`config.mk`:
```
export PLATFORM = sky130hd
export DESIGN_NAME = ddo_queue
export DESIGN_NICKNAME = d
export VERILOG_FILES = /design/src/ddo_pkg.sv /design/src/ddo_queue.sv
export SDC_FILE = /design/constraint.sdc
export NUM_CORES = 1
export LEC_CHECK = 0
export ABC_AREA = 0
export BUFFER_PORTS_ARGS = -buffer_cell sky130_fd_sc_hd__clkbuf_2
export CAP_MARGIN = 20
export CORE_ASPECT_RATIO = 1.1
export CORE_MARGIN = 1
export CORE_UTILIZATION = 60
export DETAILED_ROUTE_END_ITERATION = 10
export PLACE_DENSITY = 0.84
export SLEW_MARGIN = 20
export SYNTH_ARGS = -nofsm -noshare
export SYNTH_HDL_FRONTEND = slang
export SYNTH_SLANG_ARGS = --single-unit
```
`constraint.sdc`:
```
create_clock -name clk_i -period 24 [get_ports clk_i]
set_clock_uncertainty 0.05 [all_clocks]
set_input_delay 3.6 -clock clk_i [delete_from_list [all_inputs] [get_ports clk_i]]
set_output_delay 3.6 -clock clk_i [all_outputs]
set_load 0.05 [all_outputs]
```
`src/ddo_pkg.sv`:
```
package ddo_pkg;

  // register indexes of the configuration port
  localparam logic RegDistPerTick = 1'b0;
  localparam logic RegInvWheelBase = 1'b1;

  localparam logic [23:0] DistPerTickRst = 24'd212336;
  localparam logic [23:0] InvWheelBaseRst = 24'd158275;

  // queue between front and back
  localparam int QDepth = 8;
  localparam int QAw = $clog2(QDepth);

  // divider: magnitude of (dl8 + dr8) * 4096
  localparam int NumW = 46;
  localparam int DenW = 16;

  // angles in q28, cordic datapath
  localparam logic signed [33:0] PiQ28 = 34'sd843314857;
  localparam logic signed [33:0] TwoPiQ28 = 34'sd1686629713;
  localparam logic signed [33:0] HalfPiQ28 = 34'sd421657428;
  localparam logic signed [33:0] GainQ30 = 34'sd652032874;

  typedef struct packed {
    logic signed [32:0] dl8;
    logic signed [32:0] dr8;
    logic signed [15:0] hd;
    logic signed [15:0] dth;
  } mid_t;

  typedef struct packed {
    logic               zero;
    logic signed [31:0] dxz;
    logic signed [15:0] dth;
    logic signed [16:0] ang1;
    logic signed [16:0] ang2;
    logic               neg;
  } carry_t;

  // atan(2^-i) in q28, rounded to nearest
  function automatic logic signed [33:0] atan_q28(input int unsigned i);
    logic signed [33:0] r;
    case (i)
      0: r = 34'sd210828714;
      1: r = 34'sd124459457;
      2: r = 34'sd65760959;
      3: r = 34'sd33381290;
      4: r = 34'sd16755422;
      5: r = 34'sd8385879;
      6: r = 34'sd4193963;
      7: r = 34'sd2097109;
      8: r = 34'sd1048571;
      9: r = 34'sd524287;
      default: r = 34'sd1 <<< (28 - i);
    endcase
    return r;
  endfunction

endpackage

```
`src/ddo_queue.sv`:
```
module ddo_queue (
  input  logic                 clk_i,
  input  logic                 rst_ni,
  input  logic                 wr_i,
  input  ddo_pkg::mid_t        wr_item_i,
  input  logic                 rd_i,
  output ddo_pkg::mid_t        rd_item_o,
  output logic                 empty_o,
  output logic [ddo_pkg::QAw:0] count_o
);
  import ddo_pkg::*;

  mid_t           mem_q [QDepth];
  logic [QAw-1:0] wp_q, rp_q;
  logic [QAw:0]   cnt_q, cnt_d;

  always_comb begin
    cnt_d = cnt_q;
    if (wr_i && !rd_i) begin
      cnt_d = cnt_q + 1'b1;
    end else if (rd_i && !wr_i) begin
      cnt_d = cnt_q - 1'b1;
    end
  end

  always_ff @(posedge clk_i or negedge rst_ni) begin
    if (!rst_ni) begin
      wp_q <= '0;
      rp_q <= '0;
      cnt_q <= '0;
    end else begin
      if (wr_i) begin
        wp_q <= wp_q + 1'b1;
      end
      if (rd_i) begin
        rp_q <= rp_q + 1'b1;
      end
      cnt_q <= cnt_d;
    end
  end

  always_ff @(posedge clk_i) begin
    if (wr_i) begin
      mem_q[wp_q] <= wr_item_i;
    end
  end

  assign rd_item_o = mem_q[rp_q];
  assign empty_o = (cnt_q == '0);
  assign count_o = cnt_q;

endmodule

```
## Yosys cells after proc, flatten, opt, wreduce, memory -nomap -nowiden

Memory sizes are Yosys's and may differ from the RTL's.
Index checks and enable logic that the tools add are counted.

- Reduce and logical (&&, ||, !) cells: 6
- Add/sub/neg operators: 4
- Multiplexer cells: 4

Operator list:

| operator | count |
|---|---|
| $mux 4 | 2 |
| $add 3x1->3 const B | 2 |
| $add 4x1->4 const B | 1 |
| $logic_not 4->1 | 1 |
| $sub 4x1->4 const B | 1 |
| $logic_and 1x1->1 | 2 |
| $logic_not 1->1 | 2 |
| $mux 1 | 2 |
| $reduce_bool 2->1 | 1 |

- Register bits after elaboration: 10
- Logic and storage cells: 18
- Memories: 1
- Bits in writable memories: 784

Memories:

| memory | words | width | read ports | clocked after memory_dff | write ports | RTL line | RTL |
|---|---|---|---|---|---|---|---|
| mem_q | 8 | 98 | 1 | 0 | 1 | ddo_queue.sv:13 | `mid_t mem_q [QDepth];` |

## Logic depth before layout (Yosys ltp)

- Depth after elaboration: 4
- Gate-level depth with buffers: 7
- Gate-level depth less buffers: 7

## Least setup slack after synthesis

OpenSTA, ideal clock, no wires.

- Path kind: input -> register
- From: input wr_i
- To: memory mem_q[0][0] in the netlist's numbering, enable pin
- Stages on the path: 2
- Path buffers: 0
- Data required time: 23.275 ns
- Path slack: 12.952 ns
- Setup time: 0.675 ns
- Data arrival time: 10.324 ns
- Cells stage by stage: nand2b_1 > nor3_1

- Longest elaborated chain between the ends: 2

RTL lines:

| what | RTL line | RTL |
|---|---|---|
| from (decl) | ddo_queue.sv:4 | `input logic wr_i,` |
| $mux 1 | ddo_queue.sv:43 | `if (wr_i) begin` |
| $mux 1 (not written as such) | ddo_queue.sv:44 | `mem_q[wp_q] <= wr_item_i;` |
| to (decl) | ddo_queue.sv:13 |  |

Every way passes these cells.

==> results.yml <==
run_status:
  status: "complete, no violations"
cts:
  max-clock-path-buffers: 3
  cts_resized: 0
  numCtsBuffers: 76
  postCtsHoldBufs: 0
  root_buffer: "clkbuf_16"
  post_cts_buffers: 0
  cts_tree: "built"
  h-tree-depth: 3
  clock-sinks: 794
  clkTransAtPathRegs_ns: 0.06
  clk-insertion-delay-late_ns: 0.60
worst_setup_path:
  end_kind: "output pin"
  timing.rr.end: "mem_q[1][73]"
  reg2reg_slack_ns: 20.84
  worstReg2RegStart: "wp_q[1]"
  crit_chain: "buf_4 -> mux4_2 -> mux2_2 -> clkbuf_2"
  crit_path_start: "rp_q[1]"
  critPathArrivalTime_ns: 3.81
  r2r_cells: 4
  worstSetupPathType: "flip-flop to output pin"
  slowest_delay_ns: 1.15
  critPathMaxFanout: 76
  endpoint: "rd_item_o[64]"
  crit_path_start_kind: "flip-flop"
  cp.required_ns: 20.35
  cp_slowest_cell: "dfrtp_4"
pwr:
  ir_drop_uv: 127
  p_leak_nw: 11.1
  clkPwrFrac_pct: 24.4
  pwr-share-comb_pct: 35.4
  p_seq_share_pct: 40.2
  p_sw_w: 0.00167
  p_int_w: 0.00298
  switching_share_pct: 35.9
  p_per_area_nw_per_um2: 136
place:
  place_congestion: 0.710
  port_buffers: 204
  postPlaceCellArea_um2: 31700
  dp_hpwl_um: 29400
timing:
  tightest_slew_ns: 1.11
  max_freq_ghz: 0.134
  min_period_ns: 7.46
  finalSetupViolations: 0
  min_period_over_period_pct: 31.1
  drv_slew: 0
  rsz0062_at_grt: "no"
  finalHoldViolations: 0
  setup_tns_ns: 0
  slew_headroom_pct: 26.3
logic_synthesis:
  synth_warnings: 0
  synth.distinct_cells: 27
  netlist_instances: 1192
  synth_area_um2: 30000
  ys.flop_type: "edfxtp_1"
  ys_seq_elements: 794
  syn_nets: 1300
  ys_async_sr_fraction_pct: 1.26
  yosysSeqAreaShare_pct: 79.3
  synth.avg_cell_area_um2: 25.2
  synth_edf_count: 784
run:
  maxCapViolCount: 0
die:
  coreArea_um2: 49100
  ios: 205
  die_height_um: 237
  die_x_um: 215
  num_rows: 85
  initial_utilization_pct: 61.1
  dieArea_um2: 50900
layout:
  areaGrowthSynthToFinish_pct: 13.7
  nets: 1548
  fin_area_um2: 34100
  drive_gt1_share_pct: 42.7
drt:
  wire_per_inst_um: 26.9
  dr.pass1.iters: 5
  drt_iter0_markers: 1075
  finalWirelength_um: 57900
  ant_nets: 0
  drcViolationCount: 0
  num_vias: 13287
  viasPerCell: 6.17
min_path:
  hold_path.class: "flip-flop to flip-flop"
global_route:
  grt_first_pass_wirelength_um: 87000
  track_usage_pct: 23.4
  grt_pass1_vias: 14317
  grt-ovfl-total: 0
  grt_max_degree: 111
  antenna_found_initial: 6
[logic make-up (layout without fill, tap and decap cells)]
group | Yosys count | count (layout) | synth area share [%]
other | 0 | 3 | 0
adders and majority gates | 6 | 6 | 0.275
xor gates and xnor gates | 6 | 6 | 0.175
and+or+nand+nor | 24 | 24 | 0.388
muxes | 298 | 298 | 18.5
DFF | 794 | 794 | 79.3
buffers and inverters | 58 | 366 | 1.17
AOI/OAI and AO/OA | 6 | 6 | 0.138
[critical path, delay by kind of cell (launching register included)]
family	cells	cell delay, ns
buf+inv	2	1.18
flops	1	1.15
mux	2	0.76
[cell type report]
class,count,area [µm²]
Sequential cell,794,23800
Tap cell,652,816
Inverter,2,7.51
Fill cell,2854,15000
Timing Repair Buffer,226,1200
Clock inverter,48,355
Antenna cell,3,7.51
Multi-Input combinational cell,340,5910
Clock buffer,90,2020
[through the flow]
step	total power (W)	hold WS [ns]	setup slack (ns)	cells	utilization (%)
floorplan	0.00319	0.467	12.95	1192	-
global placement	0.00351	0.479	17.20	2014	64.6
detailed placement	0.00354	0.500	17.20	2014	64.6
CTS	0.00469	0.513	16.49	2152	69.4
global route	0.00481	0.543	16.34	2153	69.4
finish	0.00464	0.507	16.54	2155	69.4
[cells in the mapped netlist, types with 2 or more instances]
library cell  number  area, µm²
mux4_2           196       4410
xnor2_1            4       35.0
nand2b_1           3       18.8
buf_1              7       26.3
buf_6             15        169
mux2_2           101       1140
nand3_1            2       10.0
buf_2             17       85.1
inv_1              2       7.51
nor2_1             6       22.5
dfrtp_1           10        250
nor3_1             3       15.0
edfxtp_1         784      23500
ha_1               5       62.6
a21oi_1            2       10.0
clkbuf_1          17       63.8
nand2_1            6       22.5
xor2_1             2       17.5
o211ai_1           2       15.0
[sequential cells by signal, indices dropped and copies added, names as in the netlist]
name / count
wp_q: 3
rp_q: 3
count_o: 4
mem_q: 784
[power by group through the flow]
stage / combinational [W] / clock (W) / sequential (W)
6_report: 0.00164 / 0.00113 / 0.00186
3_5_place_dp: 0.00165 / 0 / 0.00189
4_1_cts: 0.00167 / 0.00115 / 0.00187
3_3_place_gp: 0.00164 / 0 / 0.00188
5_1_grt: 0.00172 / 0.00121 / 0.00188
2_1_floorplan: 0.00134 / 0 / 0.00184
[cell usage in the layout, fill, tap and decap left out, types with 3 or more instances in the layout]
cell       count
buf_4         21
bufinv_16      4
clkbuf_1      11
clkbuf_16     79
clkbuf_2     204
clkinv_1      21
clkinv_2      16
dfrtp_1        7
dfrtp_4        3
diode_2        3
edfxtp_1     784
ha_1           5
mux2_2       101
mux4_2       196
nand2_1        6
nand2b_1       3
nor2_4         6
xnor2_1        4
[metal layers]
| metal | up-vias | global-route usage [%] | wire length [µm] |
|---|---|---|---|
| met5 | - | 0 | 43 |
| met2 | 482 | 40.1 | 31000 |
| li1 | 5632 | - | - |
| met3 | 90 | 4.84 | 4010 |
| met1 | 7077 | 30.2 | 21800 |
| met4 | 6 | 7.48 | 1130 |
[how the worst min path moves through the flow]
stage	from	end	slack, ns	depth (start not counted)
2_1_floorplan	wp_q[2]	wp_q[2]	0.47	1
4_1_cts	count_o[2]	count_o[2]	0.51	2
6_report	count_o[2]	count_o[2]	0.51	2
5_1_grt	count_o[2]	count_o[2]	0.54	2
3_3_place_gp	count_o[2]	count_o[2]	0.48	2
3_5_place_dp	count_o[2]	count_o[2]	0.50	2
(Power assumes the default switching activity.)
