$ cat src/ddo_pkg.sv
package ddo_pkg;

  // register indexes of the configuration port
  localparam logic RegDistPerTick = 1'b0;
  localparam logic RegInvWheelBase = 1'b1;

  localparam logic [23:0] DistPerTickRst = 24'd212336;
  localparam logic [23:0] InvWheelBaseRst = 24'd158275;

  // queue between front and back
  localparam int QDepth = 8;
  localparam int QAw = $clog2(QDepth);

  // divider: magnitude of (dl8 + dr8) * 4096
  localparam int NumW = 46;
  localparam int DenW = 16;

  // angles in q28, cordic datapath
  localparam logic signed [33:0] PiQ28 = 34'sd843314857;
  localparam logic signed [33:0] TwoPiQ28 = 34'sd1686629713;
  localparam logic signed [33:0] HalfPiQ28 = 34'sd421657428;
  localparam logic signed [33:0] GainQ30 = 34'sd652032874;

  typedef struct packed {
    logic signed [32:0] dl8;
    logic signed [32:0] dr8;
    logic signed [15:0] hd;
    logic signed [15:0] dth;
  } mid_t;

  typedef struct packed {
    logic               zero;
    logic signed [31:0] dxz;
    logic signed [15:0] dth;
    logic signed [16:0] ang1;
    logic signed [16:0] ang2;
    logic               neg;
  } carry_t;

  // atan(2^-i) in q28, rounded to nearest
  function automatic logic signed [33:0] atan_q28(input int unsigned i);
    logic signed [33:0] r;
    case (i)
      0: r = 34'sd210828714;
      1: r = 34'sd124459457;
      2: r = 34'sd65760959;
      3: r = 34'sd33381290;
      4: r = 34'sd16755422;
      5: r = 34'sd8385879;
      6: r = 34'sd4193963;
      7: r = 34'sd2097109;
      8: r = 34'sd1048571;
      9: r = 34'sd524287;
      default: r = 34'sd1 <<< (28 - i);
    endcase
    return r;
  endfunction

endpackage

$ cat src/ddo_front.sv
module ddo_front (
  input  logic               clk_i,
  input  logic               rst_ni,
  input  logic               in_valid_i,
  input  logic signed [15:0] left_ticks_i,
  input  logic signed [15:0] right_ticks_i,
  input  logic signed [15:0] heading_i,
  input  logic [23:0]        dpt_i,
  input  logic [23:0]        ibw_i,
  output logic               out_valid_o,
  output ddo_pkg::mid_t      out_item_o,
  output logic [2:0]         inflight_o
);
  import ddo_pkg::*;

  logic [3:0] v_q;

  logic signed [40:0] pl_d, pr_d, pl_q, pr_q;
  logic signed [15:0] hd1_q, hd2_q, hd3_q;
  logic signed [32:0] dl2_d, dr2_d, dl2_q, dr2_q, dl3_q, dr3_q;
  logic signed [33:0] diff_d;
  logic [40:0]        lo_d, lo_q;
  logic signed [41:0] hi_d, hi_q;
  logic signed [59:0] prod_d, rnd_d;
  logic signed [15:0] dth_d;
  mid_t               item_q;

  // wheel distances, exact in q16
  assign pl_d = left_ticks_i * $signed({1'b0, dpt_i});
  assign pr_d = right_ticks_i * $signed({1'b0, dpt_i});

  // round to q8
  assign dl2_d = 33'((pl_q + 41'sd128) >>> 8);
  assign dr2_d = 33'((pr_q + 41'sd128) >>> 8);

  // heading change product split in two partial products
  assign diff_d = 34'(dl2_q) - 34'(dr2_q);
  assign lo_d = 41'(diff_d[16:0]) * 41'(ibw_i);
  assign hi_d = 42'($signed(diff_d[33:17])) * $signed({18'b0, ibw_i});

  always_comb begin
    prod_d = (60'(hi_q) <<< 17) + 60'($signed({1'b0, lo_q}));
    rnd_d = (prod_d + 60'sd262144) >>> 19;
    if (rnd_d > 60'sd32767) begin
      dth_d = 16'sh7fff;
    end else if (rnd_d < -60'sd32768) begin
      dth_d = 16'sh8000;
    end else begin
      dth_d = rnd_d[15:0];
    end
  end

  always_ff @(posedge clk_i or negedge rst_ni) begin
    if (!rst_ni) begin
      v_q <= '0;
    end else begin
      v_q <= {v_q[2:0], in_valid_i};
    end
  end

  always_ff @(posedge clk_i) begin
    pl_q <= pl_d;
    pr_q <= pr_d;
    hd1_q <= heading_i;
    dl2_q <= dl2_d;
    dr2_q <= dr2_d;
    hd2_q <= hd1_q;
    lo_q <= lo_d;
    hi_q <= hi_d;
    dl3_q <= dl2_q;
    dr3_q <= dr2_q;
    hd3_q <= hd2_q;
    item_q.dl8 <= dl3_q;
    item_q.dr8 <= dr3_q;
    item_q.hd <= hd3_q;
    item_q.dth <= dth_d;
  end

  assign out_valid_o = v_q[3];
  assign out_item_o = item_q;
  assign inflight_o = 3'(v_q[0]) + 3'(v_q[1]) + 3'(v_q[2]) + 3'(v_q[3]);

endmodule

$ cat config.mk
export PLATFORM = sky130hd
export DESIGN_NAME = ddo_front
export DESIGN_NICKNAME = d
export VERILOG_FILES = /design/src/ddo_pkg.sv /design/src/ddo_front.sv
export SDC_FILE = /design/constraint.sdc
export NUM_CORES = 2
export LEC_CHECK = 0
export ABC_AREA = 1
export BUFFER_PORTS_ARGS = -buffer_cell sky130_fd_sc_hd__buf_2
export CAP_MARGIN = 20
export CORE_MARGIN = 3
export CORE_UTILIZATION = 45
export CTS_BUF_LIST = sky130_fd_sc_hd__clkbuf_4
export DETAILED_ROUTE_END_ITERATION = 7
export PLACE_DENSITY = 0.62
export SKIP_CTS_REPAIR_TIMING = 1
export SLEW_MARGIN = 20
export SYNTH_ARGS = -nofsm -noshare
export SYNTH_HDL_FRONTEND = slang
export SYNTH_SLANG_ARGS = --single-unit
$ cat constraint.sdc
create_clock -name clk_i -period 9.95 [get_ports clk_i]
set_clock_uncertainty 0.05 [all_clocks]
set_input_delay 1.4925 -clock clk_i [delete_from_list [all_inputs] [get_ports clk_i]]
set_output_delay 1.4925 -clock clk_i [all_outputs]
set_load 0.01 [all_outputs]
# Yosys cells after proc, flatten, opt, wreduce, memory -nomap -nowiden
# Index checks and enable logic that the tools add are counted.
[word_totals] reg_bits=447
[op_classes] addsub=8 order_cmp=2 n_mux=1 mul=4
[op_table] op="adder 41 x 9 -> 41 bit (second input constant)" n=2
[op_table] op="multiplier 16 x 25 -> 41 bit" n=2
[op_table] op="adder 59 x 42 -> 60 bit" n=1
[op_table] op="adder 60 x 20 -> 60 bit (second input constant)" n=1
[op_table] op="multiplier 17 x 25 -> 42 bit" n=1
[op_table] op="greater-than comparator 41 x 16 -> 1 bit (second input constant)" n=1
[op_table] op="less-than comparator 41 x 16 -> 1 bit (second input constant)" n=1
[op_table] op="multiplier 17 x 24 -> 41 bit" n=1
[op_table] op="subtractor 33 x 33 -> 34 bit" n=1
[op_table] op="two-way mux 16 bit" n=1
[op_table] op="adder 3 x 1 -> 3 bit" n=2
[op_table] op="adder 1 x 1 -> 2 bit" n=1

# Longest topological paths before layout
[depth] word_depth=4 mapped_depth=45 depth_no_buf=44

# Least setup slack after synthesis
# OpenSTA, ideal clock, no wires.
[synth_path] path_kind="reg-to-reg" from="reg dl2_q[0]" to="reg hi_q[34]" required_ns=9.828 setup_slack_ns=2.904 n_path_buf=1 stages_incl_launch_ff=42 t_arrival_ns=6.925 path_cell_list="dfxtp_1 > inv_1 > ha_1 > inv_1 > fa_1 > nand2_1 > o21ai_2 > inv_2 > o21bai_4 > a21oi_2 > inv_2 > a21oi_1 > inv_2 > a21boi_1 > inv_1 > nand2_1 > buf_2 > nand3_1 > [... 6 more ...] > fa_1 > inv_1 > fa_1 > fa_1 > inv_1 > ha_1 > nand2_1 > nor2_1 > inv_1 > nor2_1 > and3_1 > a21oi_1 > o21bai_1 > nand2_1 > nand2_1 > nand2_1 > nand2_1 > xor2_1"
[synth_between] elab_chain_cells=2
[synth_rtl] element="from (decl)" line="ddo_front.sv:20" source="logic signed [32:0] dl2_d, dr2_d, dl2_q, dr2_q, dl3_q, dr3_q;"
[synth_rtl] element="from (signal assigned)" line="ddo_front.sv:65" source="dl2_q <= dl2_d;"
[synth_rtl] element="subtractor 33 x 33 -> 34 bit" line="ddo_front.sv:37" source="assign diff_d = 34'(dl2_q) - 34'(dr2_q);"
[synth_rtl] element="multiplier 17 x 25 -> 42 bit" line="ddo_front.sv:39" source="assign hi_d = 42'($signed(diff_d[33:17])) * $signed({18'b0, ibw_i});"
[synth_rtl] element="via hi_d[34]" line="ddo_front.sv:23" source="logic signed [41:0] hi_d, hi_q;"
[synth_rtl] element="to (signal assigned)" line="ddo_front.sv:69" source="hi_q <= hi_d;"
[synth_rtl] element="to (decl)" line="ddo_front.sv:23"
# The timed path passes the listed nets, and every way through them passes these cells.
# A chain may end at the register's enable or synchronous reset.

# Worst setup path after layout
[layout_path] from="reg dl2_q[0]" to="reg hi_q[35]"
# Same word-level chain as after synthesis.

==> flow_metrics.tcl <==
set metrics [dict create \
    dr.pass1.iters 8 \
    worstPathRequired_ps 10820 \
    arrival_ps 9420 \
    synth_cells 8451 \
    fmax_ghz 0.117 \
    clockBufferDepth 3 \
    synth_edf_count 0 \
    hold_path_class "input port to asynchronous set/reset pin" \
    setup_viol 0 \
    grt_pass1_vias 59300 \
    critPathSlowestCell "or2_1" \
    maxCapViolCount 0 \
    endpoint_kind "register" \
    rsz0062_at_grt "no" \
    dieArea_mm2 0.155 \
    final_cells 10600 \
    clockRootBuffer "clkbuf_4" \
    gp_congestion 0.956 \
    grt_pass1_wl_um 337000 \
    yosys.area.top_type "fa_1" \
    dp.cells 10400 \
    htree_levels 3 \
    busiest_layer "met2" \
    clock_sinks 416 \
    vias 54800 \
    async_flop_share_pct 0.962 \
    avgRoutedWirePerCell_um 20.1 \
    wirelength_um 214000 \
    r2r_cells 36 \
    ys_ff_latch 416 \
    cts-buffers-inserted 104 \
    final.period_utilization_pct 85.9 \
    final_common_cell "inv_1" \
    initial_core_util_pct 45.6 \
    ant_nets 0 \
    die_w_um 394 \
    synth_nets 10400 \
    ys_seq_area_share_pct 12.3 \
    grt_antenna_before_repair 14 \
    die_h_um 394 \
    core_area_mm2 0.149 \
    clk_latency_ps 1050 \
    synth-main-ff-cell "dfxtp_1" \
    synth_top_area_share_pct 37.5 \
    num-nets-final 10500 \
    tns_ps 0 \
    portBuffers 200 \
    gr-total-overflow 0 \
    gr-usage-met3_pct 6.38 \
    cp_max_fo 23 \
    synthToLayoutAreaGrowth_pct 6.09 \
    path_class "register to register" \
    drc 0 \
    critPathMaxStageDelay_ps 810 \
    use_met2_pct 45.6 \
    period_needed_ps 8540 \
    drv_slew 0 \
    synth_area_per_cell_um2 8.02 \
    hold_viol 0 \
    clk_pin_slew_ps 70 \
    layout_common_cells "2,208 x inv_1, 1,772 x nand2_1, 1,269 x fa_1" \
    yosys-top-cells-area "fa_1 37%, inv_1 12%, dfxtp_1 12%" \
    outcome "finished, final reports clean" \
    grtUsageMet1_pct 35.3 \
    grt_max_degree 33 \
    slew-limit-headroom_pct 24.2 \
    synthesis.area_mm2 0.0678 \
    ys_warn_count 0 \
    drive_gt1_share_pct 6.52 \
    cp-start-kind "register" \
    vias_per_cell 5.17 \
    cts_tree "yes" \
    grt_use_total_pct 28.0 \
    pin_count 201 \
    first_iter_violations 3832 \
    yosysUniqueCellTypes 62 \
    worstMarginPinSlew_ps 1140 \
    hpwl_um 174000 \
    core.rowCount 141 \
]
layout make-up:
type,instances,area [µm²]
Fill cell,14900,76800
Inverter,2234,8390
Sequential cell,416,8350
Antenna cell,8,20.0
Clock inverter,39,300
Multi-Input combinational cell,5514,49900
Clock buffer,143,1070
Tap cell,2002,2500
Timing Repair Buffer,256,1420
logic make-up (layout without fill, tap and decap cells):
kind of cell               Yosys count  count (layout)  share of synthesized area (%)
xor gates and xnor gates           220             220                           2.85
buffers and inverters             2521            2672                           14.1
DFF                                416             416                           12.3
other                                0               8                              0
AOI/OAI and AO/OA                  509             509                           4.33
adders and majority gates         1877            1877                           48.7
and+or+nand+nor                   2908            2908                           17.7
per-layer routing:
layer	wire length (µm)	vias to the layer above
met3	19500	523
met1	85600	27000
met5	12	-
li1	-	24900
met4	11200	2
met2	97300	2400
cell usage after synthesis, types with 4 or more instances:
master,instances
a21boi_1,5
a21o_1,8
a21oi_1,242
a31oi_1,43
and3_1,5
buf_1,8
buf_2,28
buf_6,8
clkbuf_1,240
clkinv_1,15
dfrtp_1,4
dfxtp_1,412
fa_1,1269
ha_1,608
inv_1,2208
inv_2,11
nand2_1,1772
nand2_2,21
nand3_1,294
nand3_2,7
nand3b_1,14
nand4_1,45
nor2_1,581
nor2_2,33
nor3_1,44
nor3_2,4
nor4_1,15
nor4_2,4
o211ai_1,7
o21a_1,30
o21ai_0,111
o21ai_1,8
o21ai_2,6
o21bai_1,14
o221ai_1,8
or2_1,15
or2_2,44
xnor2_1,66
xor2_1,153
path summary, 6_finish.rpt:
check | slack (ps) | startpoint | to
max | 1410 | dl2_q[0] | hi_q[35]
min | 270 | rst_ni | v_q[0]
max reg2reg | 1410 | dl2_q[0] | hi_q[35]
min reg2reg | 270 | dr2_q[12] | dr3_q[12]
max in group asynchronous | 9460 | rst_ni | v_q[2]
min in group clk_i | 270 | dr2_q[12] | dr3_q[12]
critical path: cells and delay by family (launching register included):
family	cells	cell delay [ps]
AOI/OAI and AO/OA	9	1650
xor gates and xnor gates	1	150
adders and majority gates	9	3950
buffers and inverters	8	490
DFF	1	310
and+or+nand+nor	9	1770
stage by stage:
step / area, µm² / hold slack (ps) / util [%] / setup slack (ps)
after floorplan: 67800 / 260 / - / 2900
after global placement: 70500 / 260 / 47.4 / 1590
after detailed placement: 70500 / 262 / 47.4 / 1530
after CTS: 71900 / 112 / 48.4 / 1430
after global routing: 71900 / 167 / 48.4 / 938
final: 71900 / 269 / 48.4 / 1410
state kept, by name, summed over array words and instances, names as in the netlist, 24 cells and up:
register	cells
dl2_q	33
dl3_q	33
dr2_q	33
dr3_q	33
hi_q	42
lo_q	24
out_item_o	98
pl_q	34
pr_q	34
Power is not shown: default switching activity piles up to over one toggle a cycle in this logic, so the estimate is an artifact.
